$ cat src/rtl/i2cdbw_pkg.sv
// ============================================================================
// I2C display byte writer - shared package
// Types, register indexes and byte constants used by the writer modules.
// ============================================================================
package i2cdbw_pkg;

    // Configuration register indexes
    localparam logic [1:0] REG_ADDRESS_BYTE = 2'd0;
    localparam logic [1:0] REG_PHASE_TICKS  = 2'd1;

    // Reset values of the configuration registers
    localparam logic [7:0] ADDRESS_BYTE_RST = 8'h78;
    localparam logic [7:0] PHASE_TICKS_RST  = 8'd7;

    // Control bytes sent ahead of the payload
    localparam logic [7:0] CTRL_COMMAND = 8'h00;
    localparam logic [7:0] CTRL_DATA    = 8'h40;

    // Bits per byte on the bus
    localparam logic [3:0] BITS_PER_BYTE = 4'd8;

    // Index of the last byte of a transaction (address, control, payload)
    localparam logic [1:0] LAST_BYTE = 2'd2;

    // One input item
    typedef struct packed {
        logic       sda_in;
        logic       is_data;
        logic [7:0] payload;
        logic       mode;
    } in_item_t;

    // One result item
    typedef struct packed {
        logic nack;
        logic done_res;
        logic busy_res;
        logic sda_level;
        logic scl_level;
    } out_item_t;

    // Configuration write
    typedef struct packed {
        logic       we;
        logic [1:0] index;
        logic [7:0] data;
    } cfg_write_t;

endpackage

$ cat src/rtl/i2c_display_byte_writer.sv
// Results are registered in the output register, or in the skid if the output is held.
// Throughput: one item per cycle unless the skid is full; one sequencer step per item.
// A two-entry output stage (register plus skid) keeps input ready while a result waits.
// Reset (rst_n low, asynchronous): bus idle, nack clear, registers 0x78 and 7.
// ============================================================================
// I2C display byte writer - top level
// Bit-level I2C master writing address, control and payload bytes per
// transaction, one line-level result per input item.
// ============================================================================
module i2c_display_byte_writer
    import i2cdbw_pkg::*;
(
    input  logic        clk,
    input  logic        rst_n,
    // Configuration write channel
    input  logic        cfg_valid,
    output logic        cfg_ready,
    input  logic [1:0]  cfg_index,
    input  logic [7:0]  cfg_data,
    // Input stream
    input  logic        s_tvalid,
    output logic        s_tready,
    input  logic [15:0] s_tdata,    // [7:0] payload, [8] is_data, [9] sda_in, [15:10] zero
    input  logic        s_tuser,    // [0] mode
    // Result stream
    output logic        m_tvalid,
    input  logic        m_tready,
    output logic [7:0]  m_tdata     // [0] scl_level, [1] sda_level, [2] busy_res,
                                    // [3] done_res, [4] nack, [7:5] zero
);

    cfg_write_t cfg;
    in_item_t   item;
    out_item_t  result;
    out_item_t  out_item;
    logic       accept;

    assign cfg_ready = 1'b1;
    assign cfg.we    = cfg_valid;
    assign cfg.index = cfg_index;
    assign cfg.data  = cfg_data;

    // Unpack the input transfer
    assign item.mode    = s_tuser;
    assign item.payload = s_tdata[7:0];
    assign item.is_data = s_tdata[8];
    assign item.sda_in  = s_tdata[9];

    assign accept = s_tvalid && s_tready;

    i2cdbw_core u_core (
        .clk        (clk),
        .rst_n      (rst_n),
        .cfg        (cfg),
        .item_valid (accept),
        .item       (item),
        .result     (result)
    );

    i2cdbw_skid u_skid (
        .clk       (clk),
        .rst_n     (rst_n),
        .push      (accept),
        .push_data (result),
        .can_push  (s_tready),
        .out_valid (m_tvalid),
        .out_ready (m_tready),
        .out_data  (out_item)
    );

    // Pack the result transfer
    assign m_tdata = {3'b000, out_item.nack, out_item.done_res, out_item.busy_res,
                      out_item.sda_level, out_item.scl_level};

`ifndef SYNTHESIS
    a_done_busy: assert property (@(posedge clk) disable iff (!rst_n)
        m_tvalid && m_tdata[3] |-> m_tdata[2])
        else $error("done without busy");

    a_stall_holds: assert property (@(posedge clk) disable iff (!rst_n)
        !s_tready |-> m_tvalid)
        else $error("input stalled with empty output");

    a_push_shows: assert property (@(posedge clk) disable iff (!rst_n)
        s_tvalid && s_tready |=> m_tvalid)
        else $error("accepted item produced no result");
`endif

endmodule

$ cat src/rtl/i2cdbw_core.sv
// ============================================================================
// I2C display byte writer - bus sequencer
// Holds the bus state and, for each accepted item, steps it and forms the
// line levels and status of the result in the same cycle.
// ============================================================================
module i2cdbw_core
    import i2cdbw_pkg::*;
(
    input  logic       clk,
    input  logic       rst_n,
    input  cfg_write_t cfg,
    input  logic       item_valid,
    input  in_item_t   item,
    output out_item_t  result
);

    typedef enum logic [12:0] {
        PH_IDLE     = 13'b0000000000001,
        PH_START_A  = 13'b0000000000010,
        PH_START_B  = 13'b0000000000100,
        PH_START_C  = 13'b0000000001000,
        PH_BIT_SET  = 13'b0000000010000,
        PH_BIT_HIGH = 13'b0000000100000,
        PH_BIT_LOW  = 13'b0000001000000,
        PH_ACK_SET  = 13'b0000010000000,
        PH_ACK_HIGH = 13'b0000100000000,
        PH_ACK_LOW  = 13'b0001000000000,
        PH_STOP_A   = 13'b0010000000000,
        PH_STOP_B   = 13'b0100000000000,
        PH_STOP_C   = 13'b1000000000000
    } phase_t;

    phase_t     phase_reg,        phase_next;
    logic [1:0] byte_index_reg,   byte_index_next;
    logic [3:0] bit_count_reg,    bit_count_next;
    logic [7:0] shift_reg,        shift_next;
    logic [7:0] wait_count_reg,   wait_count_next;
    logic [8:0] held_payload_reg, held_payload_next;
    logic       nack_flag_reg,    nack_flag_next;
    logic [7:0] address_byte_reg;
    logic [7:0] phase_ticks_reg;

    logic       scl_lvl;
    logic       sda_lvl;
    logic       active;
    logic [7:0] limit;
    logic [7:0] wait_inc;
    logic [3:0] bit_inc;
    logic [1:0] byte_inc;

    // Configuration registers
    always_ff @(posedge clk or negedge rst_n)
    begin
        if (!rst_n)
        begin
            address_byte_reg <= ADDRESS_BYTE_RST;
            phase_ticks_reg  <= PHASE_TICKS_RST;
        end
        else if (cfg.we)
        begin
            case (cfg.index)
                REG_ADDRESS_BYTE: address_byte_reg <= cfg.data;
                REG_PHASE_TICKS:  phase_ticks_reg  <= cfg.data;
                default:          ;
            endcase
        end
    end

    // Line levels of the current phase
    always_comb
    begin
        active = 1'b1;
        case (phase_reg)
            PH_START_A:  begin scl_lvl = 1'b1; sda_lvl = 1'b1;         end
            PH_START_B:  begin scl_lvl = 1'b1; sda_lvl = 1'b0;         end
            PH_START_C:  begin scl_lvl = 1'b0; sda_lvl = 1'b0;         end
            PH_BIT_SET:  begin scl_lvl = 1'b0; sda_lvl = shift_reg[7]; end
            PH_BIT_HIGH: begin scl_lvl = 1'b1; sda_lvl = shift_reg[7]; end
            PH_BIT_LOW:  begin scl_lvl = 1'b0; sda_lvl = shift_reg[7]; end
            PH_ACK_SET:  begin scl_lvl = 1'b0; sda_lvl = 1'b1;         end
            PH_ACK_HIGH: begin scl_lvl = 1'b1; sda_lvl = 1'b1;         end
            PH_ACK_LOW:  begin scl_lvl = 1'b0; sda_lvl = 1'b1;         end
            PH_STOP_A:   begin scl_lvl = 1'b0; sda_lvl = 1'b0;         end
            PH_STOP_B:   begin scl_lvl = 1'b1; sda_lvl = 1'b0;         end
            PH_STOP_C:   begin scl_lvl = 1'b1; sda_lvl = 1'b1;         end
            default:
            begin
                scl_lvl = 1'b1;
                sda_lvl = 1'b1;
                active  = 1'b0;
            end
        endcase
    end

    assign limit    = (phase_ticks_reg == 8'd0) ? 8'd1 : phase_ticks_reg;
    assign wait_inc = wait_count_reg + 8'd1;
    assign bit_inc  = bit_count_reg + 4'd1;
    assign byte_inc = byte_index_reg + 2'd1;

    // Step the sequencer for one item and form its result
    always_comb
    begin
        phase_next        = active ? phase_reg : PH_IDLE;
        byte_index_next   = byte_index_reg;
        bit_count_next    = bit_count_reg;
        shift_next        = shift_reg;
        wait_count_next   = wait_count_reg;
        held_payload_next = held_payload_reg;
        nack_flag_next    = nack_flag_reg;
        result.scl_level  = 1'b1;
        result.sda_level  = 1'b1;
        result.busy_res   = 1'b0;
        result.done_res   = 1'b0;

        if (item.mode)
        begin
            result.busy_res = 1'b1;
            if (!active)
            begin
                // Start a new transaction
                held_payload_next = {item.is_data, item.payload};
                nack_flag_next    = 1'b0;
                byte_index_next   = 2'd0;
                bit_count_next    = 4'd0;
                wait_count_next   = 8'd0;
                shift_next        = address_byte_reg;
                phase_next        = PH_START_A;
            end
            else
            begin
                result.scl_level = scl_lvl;
                result.sda_level = sda_lvl;
            end
        end
        else if (active)
        begin
            result.scl_level = scl_lvl;
            result.sda_level = sda_lvl;
            result.busy_res  = 1'b1;
            if (wait_inc >= limit || wait_inc == 8'd0)
            begin
                wait_count_next = 8'd0;
                // Advance to the next phase
                case (phase_reg)
                    PH_START_A:  phase_next = PH_START_B;
                    PH_START_B:  phase_next = PH_START_C;
                    PH_START_C:
                    begin
                        bit_count_next = 4'd0;
                        phase_next     = PH_BIT_SET;
                    end
                    PH_BIT_SET:  phase_next = PH_BIT_HIGH;
                    PH_BIT_HIGH: phase_next = PH_BIT_LOW;
                    PH_BIT_LOW:
                    begin
                        shift_next     = {shift_reg[6:0], 1'b0};
                        bit_count_next = bit_inc;
                        phase_next     = (bit_inc >= BITS_PER_BYTE) ? PH_ACK_SET
                                                                    : PH_BIT_SET;
                    end
                    PH_ACK_SET:  phase_next = PH_ACK_HIGH;
                    PH_ACK_HIGH:
                    begin
                        if (item.sda_in)
                        begin
                            nack_flag_next = 1'b1;
                        end
                        phase_next = PH_ACK_LOW;
                    end
                    PH_ACK_LOW:
                    begin
                        if (nack_flag_reg || byte_index_reg >= LAST_BYTE)
                        begin
                            phase_next = PH_STOP_A;
                        end
                        else
                        begin
                            byte_index_next = byte_inc;
                            if (byte_inc == 2'd1)
                            begin
                                shift_next = held_payload_reg[8] ? CTRL_DATA
                                                                 : CTRL_COMMAND;
                            end
                            else
                            begin
                                shift_next = held_payload_reg[7:0];
                            end
                            bit_count_next = 4'd0;
                            phase_next     = PH_BIT_SET;
                        end
                    end
                    PH_STOP_A:   phase_next = PH_STOP_B;
                    PH_STOP_B:   phase_next = PH_STOP_C;
                    PH_STOP_C:
                    begin
                        phase_next      = PH_IDLE;
                        result.done_res = 1'b1;
                    end
                    default:     phase_next = PH_IDLE;
                endcase
            end
            else
            begin
                wait_count_next = wait_inc;
            end
        end

        result.nack = nack_flag_next;
    end

    // Sequencer state, updated on each transfer
    always_ff @(posedge clk or negedge rst_n)
    begin
        if (!rst_n)
        begin
            phase_reg        <= PH_IDLE;
            byte_index_reg   <= 2'd0;
            bit_count_reg    <= 4'd0;
            shift_reg        <= 8'd0;
            wait_count_reg   <= 8'd0;
            held_payload_reg <= 9'd0;
            nack_flag_reg    <= 1'b0;
        end
        else if (item_valid)
        begin
            phase_reg        <= phase_next;
            byte_index_reg   <= byte_index_next;
            bit_count_reg    <= bit_count_next;
            shift_reg        <= shift_next;
            wait_count_reg   <= wait_count_next;
            held_payload_reg <= held_payload_next;
            nack_flag_reg    <= nack_flag_next;
        end
    end

endmodule

$ cat src/rtl/i2cdbw_skid.sv
// ============================================================================
// I2C display byte writer - result buffer
// Output register with a skid stage; ready toward the input side comes from
// a flop, so the two sides are decoupled.
// ============================================================================
module i2cdbw_skid
    import i2cdbw_pkg::*;
(
    input  logic      clk,
    input  logic      rst_n,
    input  logic      push,
    input  out_item_t push_data,
    output logic      can_push,
    output logic      out_valid,
    input  logic      out_ready,
    output out_item_t out_data
);

    logic      out_valid_reg,  out_valid_next;
    logic      skid_valid_reg, skid_valid_next;
    out_item_t out_data_reg,   out_data_next;
    out_item_t skid_data_reg,  skid_data_next;
    logic      pop;

    assign pop = out_valid_reg && out_ready;

    // Move results through the output and skid stages
    always_comb
    begin
        out_valid_next  = out_valid_reg;
        skid_valid_next = skid_valid_reg;
        out_data_next   = out_data_reg;
        skid_data_next  = skid_data_reg;
        if (!out_valid_reg || pop)
        begin
            if (skid_valid_reg)
            begin
                out_valid_next  = 1'b1;
                out_data_next   = skid_data_reg;
                skid_valid_next = push;
                skid_data_next  = push_data;
            end
            else
            begin
                out_valid_next = push;
                out_data_next  = push_data;
            end
        end
        else if (push)
        begin
            skid_valid_next = 1'b1;
            skid_data_next  = push_data;
        end
    end

    // Control flags
    always_ff @(posedge clk or negedge rst_n)
    begin
        if (!rst_n)
        begin
            out_valid_reg  <= 1'b0;
            skid_valid_reg <= 1'b0;
        end
        else
        begin
            out_valid_reg  <= out_valid_next;
            skid_valid_reg <= skid_valid_next;
        end
    end

    // Payload, no reset needed
    always_ff @(posedge clk)
    begin
        out_data_reg  <= out_data_next;
        skid_data_reg <= skid_data_next;
    end

    assign can_push  = !skid_valid_reg;
    assign out_valid = out_valid_reg;
    assign out_data  = out_data_reg;

endmodule
$ cat config.mk
export PLATFORM = sky130hd
export DESIGN_NAME = i2c_display_byte_writer
export DESIGN_NICKNAME = d
export VERILOG_FILES = /design/src/rtl/i2cdbw_pkg.sv /design/src/rtl/i2c_display_byte_writer.sv /design/src/rtl/i2cdbw_core.sv /design/src/rtl/i2cdbw_skid.sv
export SDC_FILE = /design/constraint.sdc
export NUM_CORES = 1
export LEC_CHECK = 0
export ABC_CLOCK_PERIOD_IN_PS = 3200
export BUFFER_PORTS_ARGS = -buffer_cell sky130_fd_sc_hd__buf_4
export CORE_ASPECT_RATIO = 0.9
export CORE_MARGIN = 3
export CORE_UTILIZATION = 54
export CTS_CLUSTER_SIZE = 25
export DETAILED_ROUTE_END_ITERATION = 16
export GPL_TIMING_DRIVEN = 0
export PLACE_DENSITY = 0.86
export SLEW_MARGIN = 30
export SYNTH_ARGS = -nofsm -noshare
export SYNTH_HDL_FRONTEND = slang
export SYNTH_HIERARCHICAL = 1
export SYNTH_SLANG_ARGS = --single-unit
$ cat constraint.sdc
create_clock -name clk -period 3.2 [get_ports clk]
set_input_delay 0.64 -clock clk [delete_from_list [all_inputs] [get_ports clk]]
set_output_delay 0.64 -clock clk [all_outputs]
set_load 0.02 [all_outputs]
; ---- Word level (Yosys, flattened, before mapping)
; Index checks and enable logic that the tools add are counted.
[classes]
add_sub_neg = 3
order_cmp = 3
eq_ne = 18
muxes = 56
n_bitwise = 1
reduce_logical = 28
[op_table]
columns = op, count
row1 = 13-bit case mux with 11 select lines, 1
row2 = 8-bit two-way mux, 12
row3 = 13-bit two-way mux, 5
row4 = 4-bit two-way mux, 6
row5 = 5-bit two-way mux, 4
row6 = 6-bit AND reduction, 3
row7 = 8-bit logical NOT, 2
row8 = 8-bit case mux with 2 select lines, 1
row9 = 1-bit two-way mux, 15
row10 = 2-bit two-way mux, 7
row11 = "13-bit by 10-bit == test with 1-bit output, second input constant", 1
row12 = "13-bit by 11-bit == test with 1-bit output, second input constant", 1
row13 = "13-bit by 12-bit == test with 1-bit output, second input constant", 1
row14 = "13-bit == test, second input constant", 1
row15 = "13-bit by 2-bit == test with 1-bit output, second input constant", 1
row16 = "13-bit by 3-bit == test with 1-bit output, second input constant", 1
row17 = "13-bit by 4-bit == test with 1-bit output, second input constant", 1
row18 = "13-bit by 5-bit == test with 1-bit output, second input constant", 1
row19 = "13-bit by 6-bit == test with 1-bit output, second input constant", 1
row20 = "13-bit by 7-bit == test with 1-bit output, second input constant", 1
row21 = "13-bit by 8-bit == test with 1-bit output, second input constant", 1
row22 = "13-bit by 9-bit == test with 1-bit output, second input constant", 1
row23 = 4-bit case mux with 3 select lines, 1
row24 = 12-bit OR reduction, 1
row25 = other kinds (27), 39
[totals]
ff_bits = 73
input_bits = 32
wordCells = 130

; ---- Longest topological paths before layout
; Gate-level depths: netlist (run 1).
[logic_depth]
word_depth = 9
mapped_depth = 14
mapped_depth_nobuf = 12

; ---- Hierarchy
; The synthesis (run 1) kept the hierarchy.
[by_module_without_submodules]
columns = module, instances, cells_each, area_each_um2
row1 = i2cdbw_core, 1, 371, 3706.1
row2 = i2cdbw_skid, 1, 24, 466.7
row3 = i2c_display_byte_writer, 1, 7, 43.8

; ---- Least setup slack after synthesis (run 1)
; Ideal clock, no wire load.
[synth_timing]
path_type = register to register
start = register u_core.phase_reg[8]
end = register u_core.shift_reg[0]
setup_time_ps = 125
t_arrival_ps = 2917
path_slack_ps = 158
path_stages_with_launch = 11
path_buffers = 1
path_cell_list = dfrtp_1 -> buf_2 -> nor3_1 -> nand3_1 -> o22ai_1 -> nor4b_1 -> ha_1 -> nor2_1 -> o31ai_2 -> o41ai_4 -> mux2_2
[synth_via]
elab_chain_len = 5
[synth_lines]
columns = element, line_no
row1 = "start, declared", i2cdbw_core.sv:33  ; phase_t phase_reg, phase_next;
row2 = "start signal, assigned", i2cdbw_core.sv:226  ; phase_reg <= phase_next;
row3 = 13-bit == test (tied with other cells), i2cdbw_core.sv:73  ; case (phase_reg)
row4 = 12-bit OR reduction (no line) or 8-bit case mux with 2 select lines (tied branches), -
row5 = 1-bit two-way mux or 8-bit two-way mux (tied branches), "i2cdbw_core.sv:73, i2cdbw_core.sv:140"
row6 = 2-bit != test (no line) (tied with other cells), -
row7 = 6-bit AND reduction (no line) or 8-bit two-way mux (tied branches), -
row8 = "end signal, assigned", i2cdbw_core.sv:229  ; shift_reg <= shift_next;
row9 = "end, declared", i2cdbw_core.sv:36  ; logic [7:0] shift_reg, shift_next;
; Parallel ways exist; a longest one is shown, timed or not. The select of a mux whose other input is x is not followed.
; A chain may end at the register's enable or synchronous reset.

; ---- Worst setup path after layout (run 1)
[layout_timing]
start = register u_core.phase_reg[2]
end = register u_core.shift_reg[5]
; Same word-level chain as after synthesis.

==> run metrics, run 1 <==
status=completed; area leader, netlist=dfrtp_1; Main synth FF type=dfrtp_1; actual slew at the worst max-slew pin=0.8002 ns; Leakage=0.002258 µW; Final ANT Viol Nets=0; vias in the first global route=3,412; Startpoint Class=register; via/cell ratio=6.219; Crit. Startpoint=u_core/phase_reg[2]$_DFFE_PN0P_; pin count of the biggest net entering global routing=64; crit-path max cell delay=0.46 ns; TritonRoute pass-1 iters=5; CTS tree=yes; sequential share of the synthesized area=44.75%; Worst-path clk slew=0.08 ns; max cap viols=0; global-route wire length before repair=16,000 µm; DRC=0; Synth cell types=64; RD Place Congestion=1.052; HP Class=in2async; slew margin rel.=46.66%; final hold vios=0; Layout Utilization=69.10%; Tot Pwr=3188 µW; Layout area overhead=20.12%; number of synthesized flops with an enable pin=10; CP most frequent cell=buf_4; via count=3,495; Arr. time, crit path=3.36 ns; Die Ht=89.83 µm; Synth Register Bits=73; CP Capture Type=register; post-synth top area share=32.64%; PwrDens=629.4 mW/mm²; clk buf depth=2; drt wl/cell=17.55 µm; drt initial violations=455; Netlist Area Pre-Place=0.004217 mm²; Worst path slowest cell=or4_4; flip-flop count of the largest register after layout=13; critical path class=reg2reg; reg-to-reg endpoint=u_core/shift_reg[5]$_DFFE_PN0P_; ranking of synthesized cells by area=dfrtp_1, mux2_2, edfxtp_1; Hold-fix buffers, CTS=0; core area=0.007330 mm²; initial antenna violation count=0; number of diodes=0; post-DP HPWL=6496 µm; Min Clock Period, post-route=3.145 ns; Synth Warn #=6; CTS Buf Count=9; Max Clk Rate=0.3180 GHz; crit-path max FO=8; crit path buf inv count=4; Mapped Avg Cell Area=10.49 µm²; RR Startpoint=u_core/phase_reg[2]$_DFFE_PN0P_; peak supply drop=0.4842 mV; Overflow after GRT=0; root buf cell=clkbuf_8; nets=510; Initial Util=57.53%; wirelength, routed=9863 µm; Slew Limit Fails=0; # rows=29; CTS HTree Levels=3; Clock Latency Late Sink=0.35 ns; fin crit share=98.27%; io pins=43; clk_skew=0.01211 ns; setup TNS=0 ns; Overall Global Routing Usage=22.06%; die area=0.008906 mm²; critical path required time=3.42 ns; Top delay family on crit path=simple AND/OR/NAND/NOR gates; share of cells above drive strength 1=36.03%; CP cell instances=clkbuf_4 -> nor4_4 -> buf_4 -> nand3_1 -> nor2_2 -> nor4b_4 -> buf_4 -> ha_1 -> nand2b_4 -> or4_4 -> o41ai_4 -> buf_6 -> mux2_1; final setup fails=0; clock sinks=73; Die X=99.15 µm; FF-to-FF setup slack=0.06 ns; Port Buffer Count=32; R2R depth=13; share of synthesized flip-flops with an asynchronous set or reset=86.30%; synthesized instance count=402
-- cells in the final DEF, fill, tap and decap left out, types with 8 or more instances in the layout --
cell type and n:
buf_4 56, dfrtp_1 51, mux2_2 35, nand2_1 27
nor2_1 23, o21ai_0 21, inv_1 19, a21oi_1 16
ha_1 14, nor3b_1 11, o2bb2ai_1 11, clkbuf_8 10
nand3_1 10, edfxtp_1 10, buf_2 8, nor3_1 8
dfstp_2 8
-- report_power, final --
part / internal [µW] / switching (µW) / total [µW]
registers: 1180 / 142 / 1320
logic: 547 / 586 / 1130
clock network: 384 / 353 / 737
total: 2110 / 1080 / 3190
-- final cells by class --
| type | instances | area (µm²) |
|---|---|---|
| repair buffers | 52 | 394.1 |
| clock inverters | 6 | 63.81 |
| clock buffers | 10 | 137.6 |
| plain buffers | 23 | 132.6 |
| well taps | 93 | 116.4 |
| inverters | 19 | 71.32 |
| fillers | 528 | 2265 |
| flip-flops and latches | 73 | 1892 |
| multi-input cells | 286 | 2257 |
-- worst max path at each step --
stage	slack [ns]	depth (start not counted)	endpoint
3_5_place_dp	-0.43	10	u_core/shift_reg[6]$_DFFE_PN0P_
2_1_floorplan	0.16	10	u_core/shift_reg[0]$_DFFE_PN0P_
4_1_cts	-0.02	10	u_core/bit_count_reg[3]$_DFFE_PN0P_
5_1_grt	-0.14	13	u_skid/out_data[4]$_DFFE_PP_
6_report	0.06	13	u_core/shift_reg[5]$_DFFE_PN0P_
3_3_place_gp	-0.40	9	u_core/shift_reg[7]$_DFFE_PN0P_
-- Yosys cell counts, types with 3 or more instances --
| master | n |
|---|---|
| nand3b_1 | 6 |
| dfstp_2 | 8 |
| inv_1 | 19 |
| mux2_1 | 7 |
| buf_4 | 5 |
| nand4_1 | 7 |
| nand2b_1 | 3 |
| o21ai_0 | 21 |
| a21oi_1 | 17 |
| nand2_1 | 28 |
| buf_2 | 9 |
| nor2_1 | 26 |
| dfrtp_1 | 55 |
| or2_2 | 3 |
| mux2_2 | 35 |
| o2bb2ai_1 | 11 |
| xnor2_1 | 4 |
| nor4b_1 | 6 |
| nor3_1 | 10 |
| edfxtp_1 | 10 |
| a22o_1 | 7 |
| clkbuf_1 | 11 |
| nand3_1 | 11 |
| xor2_1 | 7 |
| ha_1 | 14 |
| nor3b_1 | 13 |
-- what timing repair did --
item / CTS / global route
pin swaps: 4 / 5
gates resized for setup: 10 / 27
buffers inserted: 4 / 16
setup endpoints to repair: 31 / 32
-- per-layer routing --
metal,routed length [µm],vias to the layer above,GRT usage [%]
li1,-,1582,-
met3,765,32,4.799
met4,261,0,11.15
met5,0,-,0
met2,4756,188,34.56
met1,4080,1693,28.76
-- metrics by stage --
step,cell area (µm²),instances,hold WS (ns),worst slack (ns)
floorplan,4224,404,0.3444,0.1585
global route,5065,562,0.4146,-0.1367
CTS,4862,549,0.3986,-0.02003
finish,5065,562,0.3573,0.05549
global placement,4581,529,0.4689,-0.3988
detailed placement,4586,529,0.4791,-0.4305
-- cell families after synthesis --
group | Yosys count | synth area share, %
other | 2 | 0.1781
AOI/OAI and AO/OA | 81 | 13.98
muxes | 43 | 11.45
and+or+nand+nor | 132 | 18.07
buffers and inverters | 45 | 4.896
adders and majority gates | 15 | 4.392
DFF | 73 | 44.75
xor gates and xnor gates | 11 | 2.285
Note: power is estimated with default switching activity, not from simulation.
==> run 2, diff against run 1 <==
--- a/config.mk
+++ b/config.mk
@@ -7,7 +7,7 @@
 export LEC_CHECK = 0
 export ABC_CLOCK_PERIOD_IN_PS = 3200
 export BUFFER_PORTS_ARGS = -buffer_cell sky130_fd_sc_hd__buf_4
-export CORE_ASPECT_RATIO = 0.9
+export CORE_ASPECT_RATIO = 0.75
 export CORE_MARGIN = 3
 export CORE_UTILIZATION = 54
 export CTS_CLUSTER_SIZE = 25
==> run metrics, run 2 (synthesized netlist as in run 1, its figures left out) <==
status=completed; Post-DP Area=0.004596 mm² (+0.22%); die area=0.008916 mm² (+0.11%); Worst-path clk slew=0.09 ns (about the same); most frequent cells in the layout=dfrtp_1, buf_4, mux2_2; number of diodes=0 (unchanged); clock sinks=73 (unchanged); HP Class=in2async; Overflow after GRT=0 (unchanged); Slew Limit Fails=0 (unchanged); crit path buf inv count=2 (-2); FILL cells=572 (+8.3%); pin count of the biggest net entering global routing=64 (unchanged); Min Clock Period, post-route=3.153 ns (+0.008742 ns); nets=504 (-1.2%); clk_skew=0.01266 ns (+0.0005539 ns); vias in the first global route=3,147 (-7.8%); Setup WS post-layout=0.04674 ns (-0.008742 ns); CTS Buf Count=9 (unchanged); root buf cell=clkbuf_8; pre-CTS setup slack=-0.5142 ns (-0.08367 ns); Top delay family on crit path=simple AND/OR/NAND/NOR gates; clk buf depth=2 (unchanged); fin area=0.005025 mm² (-0.79%); critical path required time=3.43 ns (about the same); wirelength, routed=9444 µm (-4.2%); global-route wire length before repair=15,290 µm (-4.4%); Finished Layout Cells=564 (+0.36%); Layout area overhead=19.17%; final setup fails=0 (unchanged); peak supply drop=0.5900 mV (+22%); initial antenna violation count=0 (unchanged); Final ANT Viol Nets=0 (unchanged); post-DP HPWL=6703 µm (+3.2%); commonest non-fill, non-tap cell in the layout=dfrtp_1; Startpoint Class=register; Die X=108.0 µm (+9.0%); slew margin rel.=48.19% (+1.5 points); Hold-fix buffers, CTS=0 (unchanged); RD Place Congestion=0.9274 (-12%); drt initial violations=261 (-43%); fin crit share=98.54% (+0.27 points); # placed instances=537 (+1.5%); Leakage=0.002219 µW (-1.7%); crit-path max FO=8 (unchanged); share of cells above drive strength 1=34.77% (-1.3 points); critical path class=reg2reg; Layout Utilization=67.30% (-1.8 points); CTS HTree Levels=3 (unchanged); Max Clk Rate=0.3171 GHz (-0.28%); Clock Latency Late Sink=0.35 ns (about the same); flip-flop count of the largest register after layout=13 (unchanged); CP Capture Type=register; actual slew at the worst max-slew pin=0.7771 ns (-0.02309 ns); via count=3,355 (-4.0%); # rows=27 (-6.9%); Initial Util=56.48% (-1.1 points); drt wl/cell=16.74 µm (-4.6%); CP cell instances=and4_4 -> nand4_1 -> xnor2_2 -> ha_1 -> nand2_1 -> nor3_2 -> a21oi_2 -> buf_4 -> o31a_1 -> o41ai_4 -> buf_6 -> mux2_1; Overall Global Routing Usage=22.04% (about the same); Port Buffer Count=32 (unchanged); core area=0.007466 mm² (+1.9%); io pins=43 (unchanged); PwrDens=618.5 mW/mm² (-1.7%); Arr. time, crit path=3.39 ns (+0.03 ns); final hold vios=0 (unchanged); crit-path max cell delay=0.44 ns (-0.02 ns); via/cell ratio=5.949 (-4.3%); max cap viols=0 (unchanged); DRC=0 (unchanged); CTS tree=yes; Worst path slowest cell=dfrtp_2; Die Ht=82.53 µm (-8.1%); TritonRoute pass-1 iters=5 (unchanged); setup TNS=0 ns (unchanged)
==> run 2: changes by cell type in the layout (fill, tap and decap cells not counted), sizes merged <==
cell	previous run	this run
buf	66	60
clkbuf	19	18
inv	22	23
==> run 2: path summary, 6_finish.rpt <==
kind                                                              to  cells after the start                                 start  slack (ns)
worst min-delay path                    u_skid/out_valid$_DFFE_PN0P_                      1                                 rst_n        0.36
worst min register to register       u_core/shift_reg[4]$_DFFE_PN0P_                      1       u_core/shift_reg[4]$_DFFE_PN0P_        0.50
worst max register to register       u_core/shift_reg[3]$_DFFE_PN0P_                     12  u_core/wait_count_reg[0]$_DFFE_PN0P_        0.05
min in group clk                     u_core/shift_reg[4]$_DFFE_PN0P_                      1       u_core/shift_reg[4]$_DFFE_PN0P_        0.50
worst max-delay path                 u_core/shift_reg[3]$_DFFE_PN0P_                     12  u_core/wait_count_reg[0]$_DFFE_PN0P_        0.05
max in group asynchronous       u_core/wait_count_reg[3]$_DFFE_PN0P_                      1                                 rst_n        2.29
==> run 2: per-stage QoR <==
step                total power, µW  hold WS, ns
floorplan                      1973       0.3444
global placement               2190       0.4681
detailed placement             2244       0.4805
CTS                            3049       0.3951
global route                   3302       0.4151
finish                         3108       0.3616
==> run 2: area by class of cell <==
class	count	area, µm²	area share [%]
Buffer	24	133.9	2.664
Clock buffer	9	123.9	2.465
Clock inverter	7	86.33	1.718
Inverter	19	71.32	1.419
Multi-Input combinational cell	286	2250	44.77
Sequential cell	73	1892	37.65
Tap cell	101	126.4	2.515
Timing Repair Buffer	45	341.6	6.798
==> run 2: what timing repair did <==
item	4_1_cts	5_1_grt
setup endpoints to repair	32	31
buffers inserted	4	9
pin swaps	3	7
gates resized for setup	10	24
==> run 2: where the power goes <==
group / total [µW] / leakage, µW / switching, µW / internal [µW]
logic: 1010 / 0.00124 / 537 / 477
registers: 1320 / 0.000870 / 148 / 1170
clock network: 771 / 0.000104 / 394 / 378
total: 3110 / 0.00222 / 1080 / 2030
==> run 2: per-layer routing <==
layer | vias up | GRT usage [%] | share of wire [%]
met1 | 1636 | 30.68 | 46
met3 | 17 | 4.196 | 6.5
met5 | - | 0 | 0
met2 | 131 | 34.86 | 46
met4 | 0 | 7.692 | 1.8
li1 | 1571 | - | -
